`src/hw/rtl/lhsc_pkg.sv`:
```
`default_nettype none

package lhsc_pkg;

  localparam logic REQ_LOOKUP = 1'b0;
  localparam logic REQ_CLEAR  = 1'b1;

  localparam logic [31:0] FALLBACK_ID     = 32'd1;
  localparam logic [31:0] FALLBACK_GEN    = 32'd1;
  localparam logic [31:0] RESET_NEXT_ID   = 32'd2;
  localparam logic [31:0] RESET_NEXT_GEN  = 32'd1;

  // Search token that walks the cell chain, one cell per cycle
  typedef struct packed {
    logic        go;
    logic [63:0] key;
    logic        ok;
    logic        hit;
    logic        fb;
    logic [31:0] id;
    logic [31:0] gen;
    logic        free_found;
  } tok_t;

  // Update broadcast to every cell at the end of an item
  typedef struct packed {
    logic        clear;
    logic        promote;
    logic        write;
    logic [63:0] key;
    logic [31:0] id;
    logic [31:0] gen;
    logic        fb;
  } cmd_t;

endpackage

`default_nettype wire

```
`src/hw/rtl/lhsc_cell.sv`:
```
`default_nettype none

module lhsc_cell
  import lhsc_pkg::*;
#(
  parameter int unsigned N   = 16,
  parameter int unsigned IDX = 0,
  localparam int unsigned IW = (N > 1) ? $clog2(N) : 1
) (
  input  wire logic          clk_i,
  input  wire logic          rst_ni,
  input  wire tok_t          tok_i,
  input  wire logic [IW-1:0] hit_idx_i,
  input  wire logic [IW-1:0] hit_rank_i,
  input  wire logic [IW-1:0] free_idx_i,
  input  wire logic [IW-1:0] free_rank_i,
  input  wire logic [IW-1:0] lru_idx_i,
  output tok_t               tok_o,
  output logic [IW-1:0]      hit_idx_o,
  output logic [IW-1:0]      hit_rank_o,
  output logic [IW-1:0]      free_idx_o,
  output logic [IW-1:0]      free_rank_o,
  output logic [IW-1:0]      lru_idx_o,
  input  wire cmd_t          cmd_i,
  input  wire logic [IW-1:0] sel_idx_i,
  input  wire logic [IW-1:0] sel_rank_i
);

  localparam logic [IW-1:0] MyIdx    = IW'(IDX);
  localparam logic [IW-1:0] LastRank = IW'(N - 1);

  logic [63:0]   key_q;
  logic [31:0]   id_q;
  logic [31:0]   gen_q;
  logic          fb_q;
  logic          valid_q;
  logic [IW-1:0] rank_q;

  tok_t          tok_d;
  logic [IW-1:0] hit_idx_d, hit_rank_d, free_idx_d, free_rank_d, lru_idx_d;
  logic          match;
  logic          is_sel;

  assign match  = valid_q && (key_q == tok_i.key);
  assign is_sel = (sel_idx_i == MyIdx);

  always_comb begin
    tok_d       = tok_i;
    hit_idx_d   = hit_idx_i;
    hit_rank_d  = hit_rank_i;
    free_idx_d  = free_idx_i;
    free_rank_d = free_rank_i;
    lru_idx_d   = lru_idx_i;
    if (tok_i.go) begin
      // first matching cell wins; keys are unique anyway
      if (!tok_i.hit && match) begin
        tok_d.hit  = 1'b1;
        tok_d.fb   = fb_q;
        tok_d.id   = id_q;
        tok_d.gen  = gen_q;
        hit_idx_d  = MyIdx;
        hit_rank_d = rank_q;
      end
      if (!tok_i.free_found && !valid_q) begin
        tok_d.free_found = 1'b1;
        free_idx_d       = MyIdx;
        free_rank_d      = rank_q;
      end
      if (rank_q == LastRank) begin
        lru_idx_d = MyIdx;
      end
    end
  end

  always_ff @(posedge clk_i or negedge rst_ni) begin
    if (!rst_ni) begin
      tok_o       <= '0;
      hit_idx_o   <= '0;
      hit_rank_o  <= '0;
      free_idx_o  <= '0;
      free_rank_o <= '0;
      lru_idx_o   <= '0;
    end else begin
      tok_o       <= tok_d;
      hit_idx_o   <= hit_idx_d;
      hit_rank_o  <= hit_rank_d;
      free_idx_o  <= free_idx_d;
      free_rank_o <= free_rank_d;
      lru_idx_o   <= lru_idx_d;
    end
  end

  always_ff @(posedge clk_i or negedge rst_ni) begin
    if (!rst_ni) begin
      valid_q <= 1'b0;
      rank_q  <= MyIdx;
    end else if (cmd_i.clear) begin
      valid_q <= 1'b0;
      rank_q  <= MyIdx;
    end else if (cmd_i.promote) begin
      // move selected slot to front, shift the more recent ones back
      if (is_sel) begin
        rank_q <= '0;
      end else if (rank_q < sel_rank_i) begin
        rank_q <= rank_q + IW'(1);
      end
      if (cmd_i.write && is_sel) begin
        valid_q <= 1'b1;
      end
    end
  end

  always_ff @(posedge clk_i) begin
    if (!cmd_i.clear && cmd_i.write && is_sel) begin
      key_q <= cmd_i.key;
      id_q  <= cmd_i.id;
      gen_q <= cmd_i.gen;
      fb_q  <= cmd_i.fb;
    end
  end

endmodule

`default_nettype wire

```
`src/hw/rtl/lru_handle_to_shape_cache.sv`:
```
// Fully associative LRU cache mapping a 64-bit source handle to a shape id and
// generation, built as a chain of MAX_ENTRIES cells, each holding one entry.
// A lookup sends a search token down the chain one cell per cycle; each cell
// compares its key, notes a free slot and the least recent slot, and the
// result is committed to all cells at once. A lookup passes through every
// cell and then a commit state, a clear goes straight to commit, and one item
// is in flight at a time; a new item is taken while the previous result
// still waits in the output register. Misses hand out consecutive ids
// (from 2) and generations (from 1), wrapping at 32 bits; a failed
// conversion stores the built-in fallback shape (id 1, generation 1).
`default_nettype none

module lru_handle_to_shape_cache
  import lhsc_pkg::*;
#(
  parameter int unsigned MAX_ENTRIES = 16
) (
  input  wire logic        clk_i,
  input  wire logic        rst_ni,
  input  wire logic        in_valid_i,
  output logic             in_ready_o,
  input  wire logic        req_type_i,
  input  wire logic [63:0] source_key_i,
  input  wire logic        conversion_ok_i,
  output logic             out_valid_o,
  input  wire logic        out_ready_i,
  output logic             hit_o,
  output logic             miss_o,
  output logic             conversion_failed_o,
  output logic             used_fallback_o,
  output logic [31:0]      shape_id_o,
  output logic [31:0]      shape_generation_o
);

  localparam int unsigned IW = (MAX_ENTRIES > 1) ? $clog2(MAX_ENTRIES) : 1;
  localparam logic [IW-1:0] LastRank = IW'(MAX_ENTRIES - 1);

  typedef enum logic [2:0] {
    ST_IDLE   = 3'b001,
    ST_SEARCH = 3'b010,
    ST_COMMIT = 3'b100
  } state_e;

  state_e state_q, state_d;

  tok_t          tok       [MAX_ENTRIES+1];
  logic [IW-1:0] hit_idx   [MAX_ENTRIES+1];
  logic [IW-1:0] hit_rank  [MAX_ENTRIES+1];
  logic [IW-1:0] free_idx  [MAX_ENTRIES+1];
  logic [IW-1:0] free_rank [MAX_ENTRIES+1];
  logic [IW-1:0] lru_idx   [MAX_ENTRIES+1];
  logic [MAX_ENTRIES-1:0] go_vec;

  cmd_t          cmd;
  logic [IW-1:0] sel_idx, sel_rank;

  logic          pend_clear_q, pend_clear_d;
  tok_t          pend_tok_q;
  logic [IW-1:0] pend_hit_idx_q, pend_hit_rank_q, pend_free_idx_q;
  logic [IW-1:0] pend_free_rank_q, pend_lru_idx_q;

  logic [31:0] next_id_q, next_gen_q;

  logic        out_valid_q;
  logic        hit_q, miss_q, cf_q, fb_q;
  logic [31:0] id_q, gen_q;

  logic        in_xfer, commit, do_miss;
  logic [31:0] res_id, res_gen;

  assign in_ready_o = (state_q == ST_IDLE);
  assign in_xfer    = in_valid_i && in_ready_o;
  assign commit     = (state_q == ST_COMMIT) && (!out_valid_q || out_ready_i);
  assign do_miss    = !pend_clear_q && !pend_tok_q.hit;

  // launch token into the head of the chain
  always_comb begin
    tok[0]            = '0;
    tok[0].go         = in_xfer && (req_type_i == REQ_LOOKUP);
    tok[0].key        = source_key_i;
    tok[0].ok         = conversion_ok_i;
    hit_idx[0]        = '0;
    hit_rank[0]       = '0;
    free_idx[0]       = '0;
    free_rank[0]      = '0;
    lru_idx[0]        = '0;
  end

  for (genvar g = 0; g < MAX_ENTRIES; g++) begin : g_cell
    lhsc_cell #(
      .N   (MAX_ENTRIES),
      .IDX (g)
    ) u_cell (
      .clk_i       (clk_i),
      .rst_ni      (rst_ni),
      .tok_i       (tok[g]),
      .hit_idx_i   (hit_idx[g]),
      .hit_rank_i  (hit_rank[g]),
      .free_idx_i  (free_idx[g]),
      .free_rank_i (free_rank[g]),
      .lru_idx_i   (lru_idx[g]),
      .tok_o       (tok[g+1]),
      .hit_idx_o   (hit_idx[g+1]),
      .hit_rank_o  (hit_rank[g+1]),
      .free_idx_o  (free_idx[g+1]),
      .free_rank_o (free_rank[g+1]),
      .lru_idx_o   (lru_idx[g+1]),
      .cmd_i       (cmd),
      .sel_idx_i   (sel_idx),
      .sel_rank_i  (sel_rank)
    );
    assign go_vec[g] = tok[g+1].go;
  end

  // slot choice: hit slot, else lowest free slot, else least recent
  always_comb begin
    if (pend_tok_q.hit) begin
      sel_idx  = pend_hit_idx_q;
      sel_rank = pend_hit_rank_q;
    end else if (pend_tok_q.free_found) begin
      sel_idx  = pend_free_idx_q;
      sel_rank = pend_free_rank_q;
    end else begin
      sel_idx  = pend_lru_idx_q;
      sel_rank = LastRank;
    end
  end

  assign res_id  = pend_tok_q.ok ? next_id_q  : FALLBACK_ID;
  assign res_gen = pend_tok_q.ok ? next_gen_q : FALLBACK_GEN;

  always_comb begin
    cmd.clear   = commit && pend_clear_q;
    cmd.promote = commit && !pend_clear_q;
    cmd.write   = commit && do_miss;
    cmd.key     = pend_tok_q.key;
    cmd.id      = res_id;
    cmd.gen     = res_gen;
    cmd.fb      = !pend_tok_q.ok;
  end

  always_comb begin
    state_d      = state_q;
    pend_clear_d = pend_clear_q;
    unique case (state_q)
      ST_IDLE: begin
        if (in_xfer) begin
          pend_clear_d = (req_type_i == REQ_CLEAR);
          state_d      = (req_type_i == REQ_CLEAR) ? ST_COMMIT : ST_SEARCH;
        end
      end
      ST_SEARCH: begin
        if (tok[MAX_ENTRIES].go) begin
          state_d = ST_COMMIT;
        end
      end
      ST_COMMIT: begin
        if (commit) begin
          state_d = ST_IDLE;
        end
      end
      default: state_d = ST_IDLE;
    endcase
  end

  always_ff @(posedge clk_i or negedge rst_ni) begin
    if (!rst_ni) begin
      state_q      <= ST_IDLE;
      pend_clear_q <= 1'b0;
    end else begin
      state_q      <= state_d;
      pend_clear_q <= pend_clear_d;
    end
  end

  // hold the token leaving the chain until the result can be committed
  always_ff @(posedge clk_i) begin
    if (state_q == ST_SEARCH && tok[MAX_ENTRIES].go) begin
      pend_tok_q       <= tok[MAX_ENTRIES];
      pend_hit_idx_q   <= hit_idx[MAX_ENTRIES];
      pend_hit_rank_q  <= hit_rank[MAX_ENTRIES];
      pend_free_idx_q  <= free_idx[MAX_ENTRIES];
      pend_free_rank_q <= free_rank[MAX_ENTRIES];
      pend_lru_idx_q   <= lru_idx[MAX_ENTRIES];
    end
  end

  always_ff @(posedge clk_i or negedge rst_ni) begin
    if (!rst_ni) begin
      next_id_q  <= RESET_NEXT_ID;
      next_gen_q <= RESET_NEXT_GEN;
    end else if (commit && pend_clear_q) begin
      next_id_q  <= RESET_NEXT_ID;
      next_gen_q <= RESET_NEXT_GEN;
    end else if (commit && do_miss) begin
      next_id_q  <= next_id_q + 32'd1;
      next_gen_q <= next_gen_q + 32'd1;
    end
  end

  always_ff @(posedge clk_i or negedge rst_ni) begin
    if (!rst_ni) begin
      out_valid_q <= 1'b0;
    end else if (commit) begin
      out_valid_q <= 1'b1;
    end else if (out_ready_i) begin
      out_valid_q <= 1'b0;
    end
  end

  always_ff @(posedge clk_i) begin
    if (commit) begin
      if (pend_clear_q) begin
        hit_q  <= 1'b0;
        miss_q <= 1'b0;
        cf_q   <= 1'b0;
        fb_q   <= 1'b0;
        id_q   <= '0;
        gen_q  <= '0;
      end else if (pend_tok_q.hit) begin
        hit_q  <= 1'b1;
        miss_q <= 1'b0;
        cf_q   <= 1'b0;
        fb_q   <= pend_tok_q.fb;
        id_q   <= pend_tok_q.id;
        gen_q  <= pend_tok_q.gen;
      end else begin
        hit_q  <= 1'b0;
        miss_q <= 1'b1;
        cf_q   <= !pend_tok_q.ok;
        fb_q   <= !pend_tok_q.ok;
        id_q   <= res_id;
        gen_q  <= res_gen;
      end
    end
  end

  assign out_valid_o         = out_valid_q;
  assign hit_o               = hit_q;
  assign miss_o              = miss_q;
  assign conversion_failed_o = cf_q;
  assign used_fallback_o     = fb_q;
  assign shape_id_o          = id_q;
  assign shape_generation_o  = gen_q;

  a_single_token: assert property (@(posedge clk_i) disable iff (!rst_ni)
    $onehot0(go_vec))
    else $error("more than one search token in the chain");

  a_token_end_in_search: assert property (@(posedge clk_i) disable iff (!rst_ni)
    tok[MAX_ENTRIES].go |-> state_q == ST_SEARCH)
    else $error("search token left the chain outside a search");

  a_one_at_a_time: assert property (@(posedge clk_i) disable iff (!rst_ni)
    in_xfer |=> !in_ready_o)
    else $error("second item taken while one is in flight");

  a_counter_advance: assert property (@(posedge clk_i) disable iff (!rst_ni)
    commit && do_miss |=> next_id_q == $past(next_id_q) + 32'd1)
    else $error("shape id counter did not advance on a miss");

endmodule

`default_nettype wire
```
`config.mk`:
```
export PLATFORM = sky130hd
export DESIGN_NAME = lru_handle_to_shape_cache
export DESIGN_NICKNAME = d
export VERILOG_FILES = /design/src/hw/rtl/lhsc_pkg.sv /design/src/hw/rtl/lhsc_cell.sv /design/src/hw/rtl/lru_handle_to_shape_cache.sv
export SDC_FILE = /design/constraint.sdc
export NUM_CORES = 2
export LEC_CHECK = 0
export BUFFER_PORTS_ARGS = -buffer_cell sky130_fd_sc_hd__buf_2
export CAP_MARGIN = 20
export CORE_ASPECT_RATIO = 0.6
export CORE_MARGIN = 2
export CORE_UTILIZATION = 40
export DETAILED_ROUTE_END_ITERATION = 16
export HOLD_SLACK_MARGIN = 0.05
export PLACE_DENSITY = 0.58
export REMOVE_ABC_BUFFERS = 1
export SKIP_CTS_REPAIR_TIMING = 1
export SLEW_MARGIN = 40
export SYNTH_ARGS = -nofsm -noshare
export SYNTH_HDL_FRONTEND = slang
export SYNTH_SLANG_ARGS = --single-unit
```
`constraint.sdc`:
```
create_clock -name clk_i -period 28.1 [get_ports clk_i]
set_clock_uncertainty 0.2 [all_clocks]
set_input_delay 4.215 -clock clk_i [delete_from_list [all_inputs] [get_ports clk_i]]
set_output_delay 4.215 -clock clk_i [all_outputs]
set_load 0.02 [all_outputs]
```
Word-level counts from Yosys, hierarchy flattened. Cells that the tools add are included.

Bitwise logic cells: 1. Multiplexer cells: 336. Reductions and logical operators: 209. Magnitude comparators: 16. $add $sub $neg: 18. Equality and inequality tests: 52.

Operator list (count): 2-to-1 mux 67 bit (16); 2-to-1 mux 66 bit (16); == test 64 bit (16); 2-to-1 mux 4 bit (206); 2-to-1 mux 32 bit (8); == test 4 bit (second input constant) (23); logical AND 1 bit (87); 2-to-1 mux 1 bit (73); AND reduction 2 bit (33); adder 32 x 1 -> 32 bit (second input constant) (2); adder 4 x 1 -> 4 bit (second input constant) (16); < comparator 4 bit (16); logical NOT 1 bit (50); nonzero test 3 bit (16); nonzero test 2 bit (19); 2-to-1 mux 3 bit (12); == test 4 x 3 -> 1 bit (second input constant) (4); one-hot mux 3 bit (3 select lines) (1); == test 4 x 2 -> 1 bit (second input constant) (2); 2-to-1 mux 2 bit (4); == test 4 x 1 -> 1 bit (second input constant) (1); logical NOT 4 bit (1); inequality test 2 x 1 -> 1 bit (second input constant) (2); == test 3 x 1 -> 1 bit (second input constant) (1); other kinds (7) (7).

Input port bits: 70. Output and inout port bits: 70. Flip-flop bits (word level): 4858. Logic and storage cells: 956.

Depth between registers and ports, before layout.
Depth after elaboration: 8. Mapped depth: 12. Mapped depth without buffers: 10.

Modules after synthesis. A second synthesis with hierarchy kept.

Cells, all modules: 9133. Area total of the unflattened synthesis: 170187.0 µm².

By module, submodules not included: lru_handle_to_shape_cache (seq. area each 8336.7 µm², instances 1, cells an instance 834, area an instance 11628.7 µm²); lhsc_cell at g_cell[1].u_cell (seq. area each 7828.8 µm², instances 1, cells an instance 525, area an instance 10144.7 µm²); lhsc_cell at g_cell[2].u_cell (seq. area each 7828.8 µm², instances 1, cells an instance 525, area an instance 10143.5 µm²); lhsc_cell at g_cell[15].u_cell (seq. area each 7832.5 µm², instances 1, cells an instance 509, area an instance 10083.4 µm²); lhsc_cell at g_cell[4].u_cell (seq. area each 7828.8 µm², instances 1, cells an instance 509, area an instance 10059.6 µm²); lhsc_cell at g_cell[3].u_cell (seq. area each 7830.0 µm², instances 1, cells an instance 513, area an instance 10058.4 µm²); lhsc_cell at g_cell[9].u_cell (seq. area each 7830.0 µm², instances 1, cells an instance 531, area an instance 9872.0 µm²); lhsc_cell at g_cell[7].u_cell (seq. area each 7831.3 µm², instances 1, cells an instance 522, area an instance 9849.4 µm²); lhsc_cell at g_cell[12].u_cell (seq. area each 7830.0 µm², instances 1, cells an instance 527, area an instance 9846.9 µm²); lhsc_cell at g_cell[8].u_cell (seq. area each 7828.8 µm², instances 1, cells an instance 520, area an instance 9838.2 µm²); lhsc_cell at g_cell[0].u_cell (seq. area each 7827.5 µm², instances 1, cells an instance 519, area an instance 9824.4 µm²); lhsc_cell at g_cell[10].u_cell (seq. area each 7830.0 µm², instances 1, cells an instance 529, area an instance 9823.2 µm²); lhsc_cell at g_cell[13].u_cell (seq. area each 7831.3 µm², instances 1, cells an instance 519, area an instance 9818.2 µm²); lhsc_cell at g_cell[11].u_cell (seq. area each 7831.3 µm², instances 1, cells an instance 515, area an instance 9814.4 µm²); +3 rows.

Worst setup path before layout. Ideal clock, no wire load.

Path type: register to register. Start point: register state_q[2]. End point: register pend_tok_q, in the netlist cmd[100] (enable). Cell stages (with the launch flop): 3. Path buffers: 0. Data required time: 27050 ps. Data arrival time: 10835 ps. Clock period less this slack: 11884 ps. Library setup time: 850 ps. Path slack: 16216 ps. Cells stage by stage: dfrtp_1 > nand2b_1 > nor3_1.

Word-level cells in the longest chain between the ends: 2.

Ends and longest elaborated chain: start: declaration (line lru_handle_to_shape_cache.sv:44) `state_e state_q, state_d;`; start signal: assignment (line lru_handle_to_shape_cache.sv:171) `state_q <= state_d;`; == test 3 x 2 -> 1 bit (line lru_handle_to_shape_cache.sv:178) `if (state_q == ST_SEARCH && tok[MAX_ENTRIES].go) begin`; logical AND 1 bit (line lru_handle_to_shape_cache.sv:178); end signal: assignment (line lru_handle_to_shape_cache.sv:179) `pend_tok_q <= tok[MAX_ENTRIES];`; end: declaration (line lru_handle_to_shape_cache.sv:58) `tok_t pend_tok_q;`.

No other way between the ends. A chain may end at the register's enable or synchronous reset.

==> results.yml <==
outcome:
  status: "complete, no violations"
grt:
  grt.busiest_layer: "met1"
  grt_max_degree: 154
  grt_usage: 0.219
  met1_usage: 0.360
  grt_pass1_wl_mm: 652
  grt_overflow: 0
  antenna_found_initial: 89
  use_met3: 0.0924
  first_global_vias: 82100
  grt_use_met2: 0.264
floorplan:
  start_util: 0.401
  rows: 183
  die_y_um: 503
  die_w_um: 835
  pin_count: 140
  core_um2: 413000
  fp.dieArea_um2: 420000
worst_hold_path:
  worstHoldStart: "g_cell[15].u_cell.hit_idx_o[0]$_DFF_PN0_"
  min-delay-path-class: "flip-flop to flip-flop"
cells_and_area:
  stdcell_area_um2: 190000
  final_cell_mix: "dfrtp_1 (2515), edfxtp_1 (2284), mux2_2 (1083)"
  utilization: 0.459
  fillers: 34800
  final_common_cell: "dfrtp_1"
  synthToLayoutAreaGrowth_pct: 14.5
  multiInputGateArea_um2: 32200
  drive_above_1_share: 0.231
  final-seq-area_um2: 132000
  nets: 9816
place:
  io_buffers: 139
  globalplace.congestion: 0.933
  place_area_um2: 175000
  place_hpwl_mm: 319
route:
  drtIter0Drc: 12300
  drc: 0
  wirelength_mm: 464
  routed_via_density: 5.35
  postRouteAntennaNets: 0
  via_count: 83500
  routedWlPerCell_um: 29.7
  drt_first_pass_iters: 6
yosys:
  synthAdderAreaFrac: 0.00498
  async_flop_share: 0.528
  yosys.area.top_type: "edfxtp_1"
  ys_seq_area_frac: 0.799
  netlist_area_um2: 166000
  synth-seq-cells: 4836
  synth_mux_area_frac: 0.0756
  yosys_most_used_dff: "dfrtp_1"
  synth_cells: 9060
  synth-edff-count: 2284
  synth.area.top_cells: "edfxtp_1 (41%), dfrtp_1 (38%), mux2_2 (7.4%)"
  synth_top_area_share: 0.414
  synth_top_family_by_area: "multiplexers"
  synth_xor_area_frac: 0.0432
  synth_compound_area_frac: 0.0228
  ys_types: 72
  synth_warnings: 0
  yosys.area_share.simple: 0.0442
  avgSynthCellArea_um2: 18.3
setup_path:
  worst_path_max_delay_cell: "buf_4"
  critPathMaxStageDelay_ns: 0.62
  cp_data_arrival_time_ns: 8.87
  cp-startpoint: "rst_ni"
  cp-endpoint: "g_cell[12].u_cell.tok_o[88]$_DFF_PN0_"
  worstSetupPathType: "primary input to async pin"
  crit_chain: "buf_12, buf_6, buf_12, buf_6, buf_6, buf_4, buf_12, buf_16"
  end_kind: "async pin"
  path_buf_inv: 8
  r2r_start: "state_q[2]$_DFFE_PN0P_"
  r2r_cells: 9
  start_kind: "primary input"
  cp_max_fo: 128
  cp.depth: 8
  worstPathRequired_ns: 28.92
  r2r_end: "g_cell[2].u_cell.key_q[11]$_DFFE_PP_"
  path_delay_family: "buffers and inverters"
  r2r_slack_ns: 22.90
power_and_ir_drop:
  leakagePower_nw: 77.5
  power_density_nw_per_um2: 75.9
  ir_drop_v: 0.0000616
  finalPower_mw: 14.4
sta:
  worst_slew_pin_slew_ns: 1.05
  slew_headroom: 0.296
  fmax_mhz: 124
  hold_viol: 0
  min_period_ns: 8.05
  rsz0062_at_grt: "false"
  setup_tns_ns: 0
  final_max_slew_viol_count: 0
  timing.final.crit_share: 0.286
  setup_viol: 0
  fin_hold_ws_ns: 0.146
cts:
  clk_path_buf_depth: 4
  cts_tree: "done"
  clock_latency_ns: 0.99
  htreeDepth: 5
  cts.reportedPaths.clkPinSlew_ns: 0.07
  cts_root_buffer: "clkbuf_16"
  clock-sinks: 4836
  cts_made_buffers: 417
run:
  drv_cap: 0
[how the worst min path moves through the flow]
stage,slack [ns],cells past startpoint,to
after CTS,0.14,0,pend_hit_idx_q[0]$_DFFE_PP_
after floorplan,0.13,0,g_cell[10].u_cell.tok_o[67]$_DFF_PN0_
after detailed placement,0.14,0,g_cell[13].u_cell.tok_o[67]$_DFF_PN0_
after global placement,0.13,0,g_cell[6].u_cell.tok_o[67]$_DFF_PN0_
after global routing,0.15,0,pend_hit_idx_q[0]$_DFFE_PP_
final,0.15,0,pend_hit_idx_q[0]$_DFFE_PP_
[state kept, by name (all words and copies together), names as in the netlist, 4 cells and up]
register / flops
g_cell.u_cell.tok_o: 2128
g_cell.u_cell.id_q: 512
cmd: 64
pend_lru_idx_q: 4
next_gen_q: 32
next_id_q: 32
g_cell.u_cell.hit_idx_o: 49
pend_tok_q: 68
g_cell.u_cell.fb_q: 16
g_cell.u_cell.key_q: 1024
g_cell.u_cell.gen_q: 512
g_cell.u_cell.lru_idx_o: 49
g_cell.u_cell.rank_q: 64
pend_hit_rank_q: 4
shape_id_o: 32
pend_free_idx_q: 4
pend_hit_idx_q: 4
shape_generation_o: 32
g_cell.u_cell.valid_q: 16
g_cell.u_cell.free_rank_o: 64
g_cell.u_cell.free_idx_o: 49
g_cell.u_cell.hit_rank_o: 64
pend_free_rank_q: 4
[cells by family (layout without fill, tap and decap cells)]
kind of cell	after synthesis	count (layout)
and+or+nand+nor	1284	1284
other	0	37
AOI/OAI and AO/OA	520	520
adders and majority gates	66	66
muxes	1115	1115
buffers and inverters	421	1403
xor gates and xnor gates	818	818
DFF	4836	4836
[where the power goes]
part	internal, mW	switching (mW)	leakage (nW)
clock	3.34	2.60	6.90
sequential	7.62	0.234	54.6
combinational	0.221	0.393	16.0
[through the flow]
step	instances	worst slack (ns)
floorplan	8884	14.04
global placement	14800	18.46
detailed placement	14800	18.23
CTS	15600	19.24
global route	15600	19.38
finish	15600	20.05
[cell type report]
class / instances / share of cell area
Antenna cell: 37 / 0.000488
Clock buffer: 589 / 0.0627
Clock inverter: 192 / 0.0113
Inverter: 245 / 0.00486
Multi-Input combinational cell: 3803 / 0.170
Sequential cell: 4836 / 0.698
Tap cell: 5550 / 0.0366
Timing Repair Buffer: 377 / 0.0162
[synth_stat cells (131+ instances only)]
library cell and instances:
dfrtp_1 2517, nor2_1 163, inv_1 242, xnor2_1 501, mux2_2 1083, clkbuf_1 135
nand4_1 193, xor2_1 317, nand2b_1 153, nor2b_1 131, and2_1 152, edfxtp_1 2284
[per-layer routing]
layer	vias up	routed length, um
met3	559	64400
met2	4166	169000
met5	-	534
met4	22	7880
met1	44700	222000
li1	34100	-
[worst reg2reg max path: stages, from the launching register on]
cell,delay [ns]
dfrtp_1,0.47
nor3b_1,0.68
nand2_4,0.12
inv_4,0.51
nand2_2,0.17
buf_4,0.31
nor2_4,0.59
buf_4,0.39
buf_4,0.62
buf_6,0.70
No activity file was read; power rests on OpenSTA's default activity.
